==> src/design/pzvc_pkg.sv <==
// shared types and constants for the pressure zero-volume calibrator
// no dependencies
package pzvc_pkg;

  // configuration register indexes
  localparam logic [2:0] REG_TARGET_PRESSURE   = 3'd0;
  localparam logic [2:0] REG_BAND_THRESHOLD    = 3'd1;
  localparam logic [2:0] REG_FINE_BAND         = 3'd2;
  localparam logic [2:0] REG_STABLE_TIME_LIMIT = 3'd3;
  localparam logic [2:0] REG_FINE_STEP         = 3'd4;
  localparam logic [2:0] REG_COARSE_STEP       = 3'd5;
  localparam logic [2:0] REG_ADC_GAIN          = 3'd6;
  localparam logic [2:0] REG_ADC_OFFSET        = 3'd7;

  localparam int unsigned CFG_DATA_W = 32;

  // motor command codes on the result channel
  localparam logic [1:0] CMD_STOP    = 2'd0;
  localparam logic [1:0] CMD_FORWARD = 2'd1;
  localparam logic [1:0] CMD_BACK    = 2'd2;

  localparam logic signed [23:0] VAL24_MAX = 24'sh7FFFFF;
  localparam logic signed [23:0] VAL24_MIN = 24'sh800000;

  typedef enum logic [3:0] {
    MS_STOP    = 4'b0001,
    MS_FORWARD = 4'b0010,
    MS_BACK    = 4'b0100,
    MS_IDLE    = 4'b1000
  } motor_state_t;

  typedef struct packed {
    logic signed [23:0] target_pressure;
    logic        [21:0] band_threshold;
    logic        [22:0] fine_band;
    logic        [31:0] stable_time_limit;
    logic signed [23:0] fine_step;
    logic signed [23:0] coarse_step;
    logic signed [23:0] adc_gain;
    logic signed [23:0] adc_offset;
  } cfg_t;

  typedef struct packed {
    logic        [1:0]  motor_command;
    logic signed [23:0] angle_step;
    logic signed [23:0] pressure_value;
    logic               is_calibrated;
    logic signed [31:0] zero_volume_angle;
  } result_t;

endpackage

==> src/design/pzvc_scale.sv <==
// linear scaling of the converter code to pressure, rounded and saturated
// depends on pzvc_pkg
module pzvc_scale (
  input  logic        [11:0] adc_code,
  input  logic signed [23:0] adc_gain,
  input  logic signed [23:0] adc_offset,
  output logic signed [23:0] pressure
);

  logic signed [36:0] product;
  logic signed [36:0] rounded;
  logic signed [20:0] quotient;
  logic signed [25:0] sum;

  always_comb begin
    product  = $signed({1'b0, adc_code}) * adc_gain;
    // round half toward plus infinity
    rounded  = product + 37'sd32768;
    quotient = rounded[36:16];
    sum      = {{5{quotient[20]}}, quotient} + {{2{adc_offset[23]}}, adc_offset};
    if (sum > 26'sd8388607) begin
      pressure = pzvc_pkg::VAL24_MAX;
    end else if (sum < -26'sd8388608) begin
      pressure = pzvc_pkg::VAL24_MIN;
    end else begin
      pressure = sum[23:0];
    end
  end

endmodule

==> src/design/pzvc_ctrl.sv <==
// motor state decision, stop timing and calibration latch
// depends on pzvc_pkg
module pzvc_ctrl (
  input  logic                      clk,
  input  logic                      rst,
  input  logic                      fire,
  input  pzvc_pkg::cfg_t            cfg,
  input  logic signed [23:0]        pressure,
  input  logic        [31:0]        now_ms,
  input  logic signed [31:0]        encoder_angle,
  output pzvc_pkg::result_t         result
);

  pzvc_pkg::motor_state_t motor_state, motor_state_next;
  logic               low_reached, low_reached_next;
  logic               calibrated, calibrated_next;
  logic        [31:0] stop_start, stop_start_next;
  logic        [31:0] stopped_duration, stopped_duration_next;
  logic signed [31:0] captured_angle, captured_angle_next;

  logic        [31:0] start_eff;
  logic               enter_stop;
  logic signed [25:0] p_ext, target_ext, lower, lower2, upper;
  logic signed [24:0] err;
  logic        [24:0] abs_err;
  logic signed [23:0] step_sel;
  logic signed [23:0] step;
  logic        [1:0]  cmd;

  always_comb begin
    p_ext      = {{2{pressure[23]}}, pressure};
    target_ext = {{2{cfg.target_pressure[23]}}, cfg.target_pressure};
    lower      = target_ext - $signed({4'b0, cfg.band_threshold});
    lower2     = target_ext - $signed({3'b0, cfg.band_threshold, 1'b0});
    upper      = target_ext + $signed({4'b0, cfg.band_threshold});
    err        = {pressure[23], pressure} - {cfg.target_pressure[23], cfg.target_pressure};
    abs_err    = err[24] ? 25'(-err) : 25'(err);
  end

  always_comb begin
    motor_state_next      = motor_state;
    low_reached_next      = low_reached;
    calibrated_next       = calibrated;
    stopped_duration_next = stopped_duration;
    captured_angle_next   = captured_angle;
    enter_stop            = 1'b0;
    // first item after reset starts the stop clock
    start_eff       = (motor_state == pzvc_pkg::MS_IDLE) ? now_ms : stop_start;
    stop_start_next = start_eff;

    if (!calibrated && (stopped_duration < cfg.stable_time_limit)) begin
      if (p_ext < lower) begin
        low_reached_next = 1'b1;
        if (p_ext > lower2) begin
          enter_stop = 1'b1;
        end else begin
          motor_state_next = pzvc_pkg::MS_FORWARD;
        end
      end else if (low_reached) begin
        if (p_ext <= upper) begin
          enter_stop = 1'b1;
        end else begin
          motor_state_next = pzvc_pkg::MS_BACK;
          low_reached_next = 1'b0;
        end
      end else begin
        motor_state_next = pzvc_pkg::MS_BACK;
      end
    end else begin
      calibrated_next       = 1'b1;
      captured_angle_next   = encoder_angle;
      motor_state_next      = pzvc_pkg::MS_STOP;
      stopped_duration_next = '0;
    end

    if (enter_stop) begin
      motor_state_next = pzvc_pkg::MS_STOP;
      if (motor_state == pzvc_pkg::MS_STOP) begin
        stopped_duration_next = now_ms - start_eff;
      end else begin
        stopped_duration_next = '0;
        stop_start_next       = now_ms;
      end
    end
  end

  // step size and direction
  always_comb begin
    step_sel = (abs_err < {2'b0, cfg.fine_band}) ? cfg.fine_step : cfg.coarse_step;
    unique case (motor_state_next)
      pzvc_pkg::MS_FORWARD: begin
        cmd  = pzvc_pkg::CMD_FORWARD;
        step = step_sel;
      end
      pzvc_pkg::MS_BACK: begin
        cmd  = pzvc_pkg::CMD_BACK;
        step = (step_sel == pzvc_pkg::VAL24_MIN) ? pzvc_pkg::VAL24_MAX : 24'(-step_sel);
      end
      default: begin
        cmd  = pzvc_pkg::CMD_STOP;
        step = '0;
      end
    endcase
  end

  always_comb begin
    result.motor_command     = cmd;
    result.angle_step        = step;
    result.pressure_value    = pressure;
    result.is_calibrated     = calibrated_next;
    result.zero_volume_angle = captured_angle_next;
  end

  always_ff @(posedge clk) begin
    if (rst) begin
      motor_state      <= pzvc_pkg::MS_IDLE;
      low_reached      <= 1'b0;
      calibrated       <= 1'b0;
      stop_start       <= '0;
      stopped_duration <= '0;
      captured_angle   <= '0;
    end else if (fire) begin
      motor_state      <= motor_state_next;
      low_reached      <= low_reached_next;
      calibrated       <= calibrated_next;
      stop_start       <= stop_start_next;
      stopped_duration <= stopped_duration_next;
      captured_angle   <= captured_angle_next;
    end
  end

endmodule

==> src/design/pressure_zero_volume_calibrator_unit.sv <==
// pressure zero-volume calibrator, top level
// path from input transfer to result transfer: input reg, then result reg
// throughput: one item per cycle while the result channel is not stalled, scaling and motor state update in one pass
// a stalled result holds the input register, so in_stall follows out_stall while both registers hold an item
// reset (rst, synchronous): pipeline empty, configuration and state registers 0, motor state not started
// depends on pzvc_pkg, pzvc_scale, pzvc_ctrl
module pressure_zero_volume_calibrator_unit (
  input  logic                              clk,
  input  logic                              rst,
  // configuration write port
  input  logic                              cfg_write,
  input  logic [2:0]                        cfg_index,
  input  logic [pzvc_pkg::CFG_DATA_W-1:0]   cfg_data,
  // input channel
  input  logic                              in_valid,
  output logic                              in_stall,
  input  logic        [11:0]                adc_code,
  input  logic        [31:0]                now_ms,
  input  logic signed [31:0]                encoder_angle,
  // result channel
  output logic                              out_valid,
  input  logic                              out_stall,
  output logic        [1:0]                 motor_command,
  output logic signed [23:0]                angle_step,
  output logic signed [23:0]                pressure_value,
  output logic                              is_calibrated,
  output logic signed [31:0]                zero_volume_angle
);

  pzvc_pkg::cfg_t    cfg;
  pzvc_pkg::result_t ctrl_result;

  // input register
  logic               s1_valid;
  logic        [11:0] s1_code;
  logic        [31:0] s1_now;
  logic signed [31:0] s1_angle;
  logic signed [23:0] scaled;

  // handshake between input register and result register
  logic out_adv, s1_fire, s1_free, in_fire;

  always_comb begin
    out_adv  = !out_valid || !out_stall;
    s1_fire  = s1_valid && out_adv;
    s1_free  = !s1_valid || out_adv;
    in_stall = !s1_free;
    in_fire  = in_valid && !in_stall;
  end

  // configuration registers; the user must write them only while idle, the block itself does not enforce it
  always_ff @(posedge clk) begin
    if (rst) begin
      cfg <= '0;
    end else if (cfg_write) begin
      unique case (cfg_index)
        pzvc_pkg::REG_TARGET_PRESSURE:   cfg.target_pressure   <= cfg_data[23:0];
        pzvc_pkg::REG_BAND_THRESHOLD:    cfg.band_threshold    <= cfg_data[21:0];
        pzvc_pkg::REG_FINE_BAND:         cfg.fine_band         <= cfg_data[22:0];
        pzvc_pkg::REG_STABLE_TIME_LIMIT: cfg.stable_time_limit <= cfg_data[31:0];
        pzvc_pkg::REG_FINE_STEP:         cfg.fine_step         <= cfg_data[23:0];
        pzvc_pkg::REG_COARSE_STEP:       cfg.coarse_step       <= cfg_data[23:0];
        pzvc_pkg::REG_ADC_GAIN:          cfg.adc_gain          <= cfg_data[23:0];
        pzvc_pkg::REG_ADC_OFFSET:        cfg.adc_offset        <= cfg_data[23:0];
        default: ;
      endcase
    end
  end

  // valid bits
  always_ff @(posedge clk) begin
    if (rst) begin
      s1_valid  <= 1'b0;
      out_valid <= 1'b0;
    end else begin
      s1_valid  <= in_fire || (s1_valid && !s1_fire);
      out_valid <= s1_fire || (out_valid && out_stall);
    end
  end

  // payload registers
  always_ff @(posedge clk) begin
    if (in_fire) begin
      s1_code  <= adc_code;
      s1_now   <= now_ms;
      s1_angle <= encoder_angle;
    end
    if (s1_fire) begin
      motor_command     <= ctrl_result.motor_command;
      angle_step        <= ctrl_result.angle_step;
      pressure_value    <= ctrl_result.pressure_value;
      is_calibrated     <= ctrl_result.is_calibrated;
      zero_volume_angle <= ctrl_result.zero_volume_angle;
    end
  end

  pzvc_scale u_scale (
    .adc_code   (s1_code),
    .adc_gain   (cfg.adc_gain),
    .adc_offset (cfg.adc_offset),
    .pressure   (scaled)
  );

  // state advances once per item, as it moves into the result register
  pzvc_ctrl u_ctrl (
    .clk           (clk),
    .rst           (rst),
    .fire          (s1_fire),
    .cfg           (cfg),
    .pressure      (scaled),
    .now_ms        (s1_now),
    .encoder_angle (s1_angle),
    .result        (ctrl_result)
  );

`ifndef SYNTHESIS
  // once calibrated, the motor is always stopped
  assert property (@(posedge clk) disable iff (rst)
    out_valid && is_calibrated |-> motor_command == pzvc_pkg::CMD_STOP && angle_step == 0)
    else $error("motor moves after calibration");

  // calibrated never drops between results
  assert property (@(posedge clk) disable iff (rst)
    out_valid && $past(out_valid && is_calibrated) |-> is_calibrated)
    else $error("calibrated flag dropped");

  // input is held off only while the input register is occupied
  assert property (@(posedge clk) disable iff (rst)
    in_stall |-> s1_valid)
    else $error("input stalled with empty input register");

  // a new result comes only from a filled input register
  assert property (@(posedge clk) disable iff (rst)
    $rose(out_valid) |-> $past(s1_valid))
    else $error("result without input register item");
`endif

endmodule
==> config.mk <==
export PLATFORM = sky130hd
export DESIGN_NAME = pressure_zero_volume_calibrator_unit
export DESIGN_NICKNAME = d
export VERILOG_FILES = /design/src/design/pzvc_pkg.sv /design/src/design/pzvc_scale.sv /design/src/design/pzvc_ctrl.sv /design/src/design/pressure_zero_volume_calibrator_unit.sv
export SDC_FILE = /design/constraint.sdc
export NUM_CORES = 2
export LEC_CHECK = 0
export BUFFER_PORTS_ARGS = -buffer_cell sky130_fd_sc_hd__buf_2
export CAP_MARGIN = 20
export CORE_MARGIN = 2
export CORE_UTILIZATION = 40
export CTS_CLUSTER_DIAMETER = 150
export DETAILED_ROUTE_END_ITERATION = 8
export PLACE_DENSITY = 0.64
export SKIP_LAST_GASP = 1
export SLEW_MARGIN = 0
export SYNTH_ARGS = -nofsm -noshare
export SYNTH_HDL_FRONTEND = slang
export SYNTH_SLANG_ARGS = --single-unit
==> constraint.sdc <==
create_clock -name clk -period 46.5 [get_ports clk]
set_input_delay 6.975 -clock clk [delete_from_list [all_inputs] [get_ports clk]]
set_output_delay 6.975 -clock clk [all_outputs]
set_load 0.01 [all_outputs]
**After elaboration in Yosys (flattened, before gate mapping)**

Index checks and enable logic that the tools add are counted.

- Bits of input ports: 116
- Logic and storage cells: 107
- Output and inout port bits: 85
- Flip-flop bits (word level): 460

- Eq/ne operators: 13
- $lt $le $gt $ge: 7
- $mul: 1
- Add/sub/neg operators: 9
- Muxes and demuxes: 27
- Reductions and logical operators: 26

Operators with widths:

| kind | number |
|---|---|
| two-way mux 32 bit | 7 |
| two-way mux 24 bit | 4 |
| subtractor 24 x 24 -> 25 bit | 2 |
| case mux 24 bit (2 select lines) | 1 |
| adder 37 x 17 -> 37 bit (second input constant) | 1 |
| multiplier 13 x 24 -> 37 bit | 1 |
| less-than comparator 32 bit | 1 |
| subtractor 32 bit | 1 |
| > comparator 26 x 24 -> 1 bit (second input constant) | 1 |
| less-than comparator 26 x 24 -> 1 bit (second input constant) | 1 |
| adder 21 x 24 -> 25 bit | 1 |
| adder 24 x 23 -> 25 bit | 1 |
| > comparator 24 x 25 -> 1 bit | 1 |
| <= comparator 24 x 25 -> 1 bit | 1 |
| less-than comparator 24 x 25 -> 1 bit | 1 |
| less-than comparator 25 x 23 -> 1 bit | 1 |
| two-way mux 25 bit | 1 |
| negator 25 bit | 1 |
| subtractor 24 x 23 -> 25 bit | 1 |
| equality test 24 bit (second input constant) | 1 |
| two-way mux 4 bit | 6 |
| negator 24 bit | 1 |
| AND reduction 2 bit | 10 |
| equality test 3 bit (second input constant) | 4 |
| other kinds (13) | 32 |

**Depth between registers and ports, before layout**

- Depth after elaboration: 14
- Depth in mapped cells: 78
- Gate-level depth less buffers: 71

**Cells and area by module**

From an unflattened synthesis, not the netlist that was laid out.

- Cell total of the unflattened synthesis: 4292
- Area total of the unflattened synthesis: 40045.9 um^2

Modules (own cells, without submodules):

| module | area an instance (um^2) | sequential area each (um^2) | cells an instance | instances |
|---|---|---|---|---|
| pzvc_ctrl | 16269.4 | 2042.0 | 2162 | 1 |
| pressure_zero_volume_calibrator_unit | 12670.9 | 8758.4 | 877 | 1 |
| pzvc_scale | 11105.7 | 0.0 | 1253 | 1 |

**Least setup slack after synthesis**

Ideal clock, no wire load.

- Path type: reg-to-reg
- From: register s1_code[3]
- To: register angle_step[11], data pin
- Setup time: 0.158 ns
- Path buffers: 7
- Cell stages (with the launch flop): 71
- Required time: 46.342 ns
- Path slack: 30.752 ns
- Arrival time: 15.590 ns
- Clock period less this slack: 15.748 ns
- Cell sequence: edfxtp_1 -> clkbuf_1 -> and2_1 -> fa_1 -> inv_1 -> fa_1 -> inv_1 -> fa_1 -> inv_1 -> fa_1 -> inv_1 -> fa_1 -> ha_1 -> ha_1 -> o21a_1 -> o21a_1 -> o21a_1 -> o211ai_1 -> [35 not listed] -> nor2b_1 -> o21ai_0 -> and3_1 -> clkbuf_1 -> and2_1 -> buf_4 -> buf_4 -> mux2i_1 -> ha_1 -> nand3b_1 -> or3_1 -> clkbuf_1 -> or4bb_1 -> or4_1 -> nor2_1 -> o21ai_1 -> buf_2 -> o211ai_1

RTL lines:

| what | line | source |
|---|---|---|
| start: declaration | pressure_zero_volume_calibrator_unit.sv:35 | `logic [11:0] s1_code;` |
| start signal: assignment | pressure_zero_volume_calibrator_unit.sv:84 | `s1_code <= adc_code;` |
| end signal: assignment | pressure_zero_volume_calibrator_unit.sv:90 | `angle_step <= ctrl_result.angle_step;` |
| end: declaration | pressure_zero_volume_calibrator_unit.sv:24 | `output logic signed [23:0] angle_step,` |

==> impl_summary.txt <==
----------------------------------------------------
[Synthesis]
  Gate count of the mapped netlist ... roughly 4300
  Number of synthesis warnings ... 0
  Post-synth design cell area ... roughly 0.038 mm^2
  Cells taking the most area after synthesis ... sky130_fd_sc_hd__dfxtp_1 (16%), sky130_fd_sc_hd__fa_1 (14%), sky130_fd_sc_hd__edfxtp_1 (13%)
  Fraction of registers with async set/reset ... 0%
  Ranking of synthesized cells by instance count ... sky130_fd_sc_hd__nand2_1 (713), sky130_fd_sc_hd__inv_1 (405), sky130_fd_sc_hd__ha_1 (381)
  Count of flip-flops with a built-in enable after synthesis ... between 150 and 200
  Sequential share of the synthesized area ... between 20 and 30%
  Leading cell type by number of instances after synthesis ... sky130_fd_sc_hd__nand2_1
  Post-Syn Area per Cell ... slightly below 9 um^2
  Cell taking the most area after synthesis ... sky130_fd_sc_hd__dfxtp_1
  Commonest register cell after synthesis ... sky130_fd_sc_hd__dfxtp_1
  #FFs+latches synth ... 460
  Number of distinct library cell variants in the gate-level netlist after synthesis ... 95
  Post-synth top area share ... between 15 and 20%
  Synthesized Nets ... roughly 5100

[Global routing]
  Total track usage ... between 20% and 30%
  Maximum number of pins on one net before global-route repair ... between 100 and 150
  Vias in the first global route ... 29400
  Global-route wire length before repair ... 166 mm
  Initial antenna violation count ... 12
  GRT overflow ... 0

[Routing]
  Number of DRC violations after detailed-routing iteration 0 ... between 2000 and 2500
  Vias per std cell ... ~5.3
  DR DRC count ... 0
  Avg WL per Cell ... ~18 um
  Total detailed-routing wirelength ... around 100 mm
  Number of vias after detailed routing ... between 30000 and 40000
  Number of nets with antenna violations after routing ... 0
  DRT Pass-1 Iters ... 7

[CTS]
  Clock tree from TritonCTS ... built
  Setup bufs post-CTS ... 0
  H-tree levels ... 2
  Maximum number of buffers from clock root to sink ... 3
  Clock network latency to the later pin of the worst-skew pair ... 0.65 ns
  Clock-pin slew of the registers on the worst-case setup and hold paths ... roughly 0.060 ns
  Library cell used as clock root buffer ... sky130_fd_sc_hd__clkbuf_16
  Number of hold-repair buffers added at the cts stage ... 0
  Sink count of the clock tree ... 460
  Number of gates given a new drive strength after cts ... 0
  Number of buffers inserted during clock tree synthesis ... 55

[Layout]
  NumNets Final ... roughly 5200
  Area growth from synthesis to layout ... 10.8%
  Final std cells w/o fill ... around 5700
  Post-route cell area ... approximately 0.042 mm^2
  Share of final-layout standard cells stronger than drive strength 1 ... between 9 and 10%
  Fill cell count ... 9307

[Place]
  Detailed placement HPWL ... around 78 mm
  Dpl cell area ... between 0.04 and 0.05 mm^2
  Final weighted congestion in routability-driven placement ... 0.903
  IO Port Bufs ... 200
  Placed cell count ... between 5000 and 6000

[Status]
  Status ... finished clean

[Timing]
  Final count of hold timing violations ... 0
  Setup TNS Final ... 0 ns
  Achievable frequency ... about 0.054 GHz
  Worst Skew ... between 0.02 and 0.025 ns
  Final worst path period need ... between 15 and 20 ns
  Final period utilization ... ~40%
  Slew at the pin closest to its max-slew limit ... 1.08 ns
  Worst rel slew slack ... ~28%
  Count of final setup violators ... 0
  Max-slew violation count ... 0
  RSZ-0062 raised after global routing ... false

[Critical path]
  Most common cell on crit path ... sky130_fd_sc_hd__fa_1
  CP Capture Point ... angle_step[5]
  Required arrival time at the worst endpoint ... between 40 and 50 ns
  Critical path's largest stage delay ... 0.94 ns
  Startpoint of the worst register-to-register path ... s1_code[6]
  Largest fanout on the critical path ... 59
  CP arrival ... 19.07 ns
  Origin of the worst setup path ... s1_code[6]
  FF-to-FF setup slack ... 27.88 ns
  R2r worst-path depth ... 63
  CP Capture Type ... register
  Crit-path slowest cell ... sky130_fd_sc_hd__edfxtp_1
  Worst flop-to-flop path endpoint ... angle_step[5]
  Element type at the critical path start ... register
  CP Class ... reg -> reg

[Power]
  Static leakage ... approximately 18 nW
  Power per cell area ... roughly 38 mW/mm^2
  Max rail drop VDD ... approximately 0.035 mV
  Overall power ... between 1.5 and 2 mW

[Die]
  Die Span Y ... slightly above 300 um
  I/O pins ... around 200
  Row count ... 112
  Effective utilization at floorplan ... about two fifths
  Die X ... about 310 um
  Floorplan Core Area ... between 0.09 and 0.1 mm^2
  Floorplan die area ... 0.0973 mm^2

[Hold path]
  Kind of path behind the tightest hold check ... reg -> reg

[Flow run]
  Max Cap Violations ... 0

----------------------------------------------------
-- metrics by stage --
stage	util, %	hold slack (ns)	setup slack, ns
after floorplan	-	0.427	30.75
after global placement	42.7	0.436	28.19
after detailed placement	42.7	0.447	28.05
after CTS	44.8	0.455	27.92
after global routing	44.9	0.474	26.32
final	44.9	0.453	27.88
-- final cells by class --
cell class | instances | area, um^2 | area share (%)
Antenna cell | 5 | 12.5 | 0.0298
Tap cell | 1254 | 1570 | 3.73
Clock inverter | 26 | 322 | 0.765
Sequential cell | 460 | 10800 | 25.7
Timing Repair Buffer | 240 | 1350 | 3.20
Inverter | 407 | 1530 | 3.64
Multi-Input combinational cell | 3246 | 24800 | 59.1
Clock buffer | 77 | 1620 | 3.86
-- report_power, final --
group	leakage [nW]	internal [mW]	total [mW]	switching [mW]
sequential	3.98	0.447	0.464	0.0171
combinational	13.3	0.268	0.656	0.388
clock	0.962	0.273	0.459	0.186
-- worst max-delay path, delay by kind of cell (launching register included) --
family	cells	cell delay, ns
compound gates	24	6.17
simple gates	19	4.74
fa+ha+maj	11	4.62
buf+inv	5	1.15
flops	1	0.94
mux	2	0.39
xor+xnor	2	0.36
-- cells by family after synthesis --
logic type                 synth area share [%]
xor gates and xnor gates                   4.34
DFF                                        28.5
buffers and inverters                      6.25
AOI/OAI and AO/OA                          13.4
adders and majority gates                  26.5
muxes                                      3.51
and+or+nand+nor                            17.6
-- layout by cell type, fill, tap and decap left out, types with 83 or more instances in the layout --
cell type | synthesis | routed
sky130_fd_sc_hd__nand2_1 | 713 | 711
sky130_fd_sc_hd__nand3_1 | 83 | 83
sky130_fd_sc_hd__xnor2_1 | 126 | 126
sky130_fd_sc_hd__a21oi_1 | 364 | 363
sky130_fd_sc_hd__inv_1 | 405 | 405
sky130_fd_sc_hd__o21ai_0 | 128 | 127
sky130_fd_sc_hd__fa_1 | 264 | 264
sky130_fd_sc_hd__nor3_1 | 90 | 88
sky130_fd_sc_hd__nor2_1 | 255 | 254
sky130_fd_sc_hd__buf_2 | 10 | 199
sky130_fd_sc_hd__dfxtp_1 | 301 | 301
sky130_fd_sc_hd__mux2i_1 | 91 | 91
sky130_fd_sc_hd__and2_1 | 133 | 131
sky130_fd_sc_hd__ha_1 | 381 | 381
sky130_fd_sc_hd__edfxtp_1 | 159 | 159
-- routing by layer --
| layer | part of all wire [%] | global-route usage (%) | vias to the layer above |
|---|---|---|---|
| li1 | - | - | 14700 |
| met1 | 45 | 29.3 | 14600 |
| met2 | 47 | 35.7 | 653 |
| met3 | 5.4 | 2.99 | 122 |
| met4 | 1.8 | 4.17 | 12 |
| met5 | 0.070 | 0 | - |
-- flip-flops by register name (all words and copies together) (netlist names) --
name and cells:
angle_step 24, cfg 197, is_calibrated 1, motor_command 2, out_valid 1, pressure_value 24, s1_angle 32, s1_code 12
s1_now 32, s1_valid 1, u_ctrl.calibrated 1, u_ctrl.captured_angle 32, u_ctrl.low_reached 1, u_ctrl.motor_state 4, u_ctrl.stop_start 32, u_ctrl.stopped_duration 32
zero_volume_angle 32
-- worst min-delay path by stage --
stage / start / end / slack (ns) / cells after the start
after floorplan: u_ctrl.stopped_duration[0] / u_ctrl.stopped_duration[0] / 0.43 / 2
after global placement: u_ctrl.stopped_duration[0] / u_ctrl.stopped_duration[0] / 0.44 / 2
after detailed placement: u_ctrl.stopped_duration[0] / u_ctrl.stopped_duration[0] / 0.45 / 2
after CTS: u_ctrl.stopped_duration[0] / u_ctrl.stopped_duration[0] / 0.46 / 2
after global routing: u_ctrl.stopped_duration[1] / u_ctrl.stopped_duration[1] / 0.47 / 2
final: u_ctrl.stopped_duration[0] / u_ctrl.stopped_duration[0] / 0.45 / 2
Note: power is estimated with default switching activity, not from simulation.
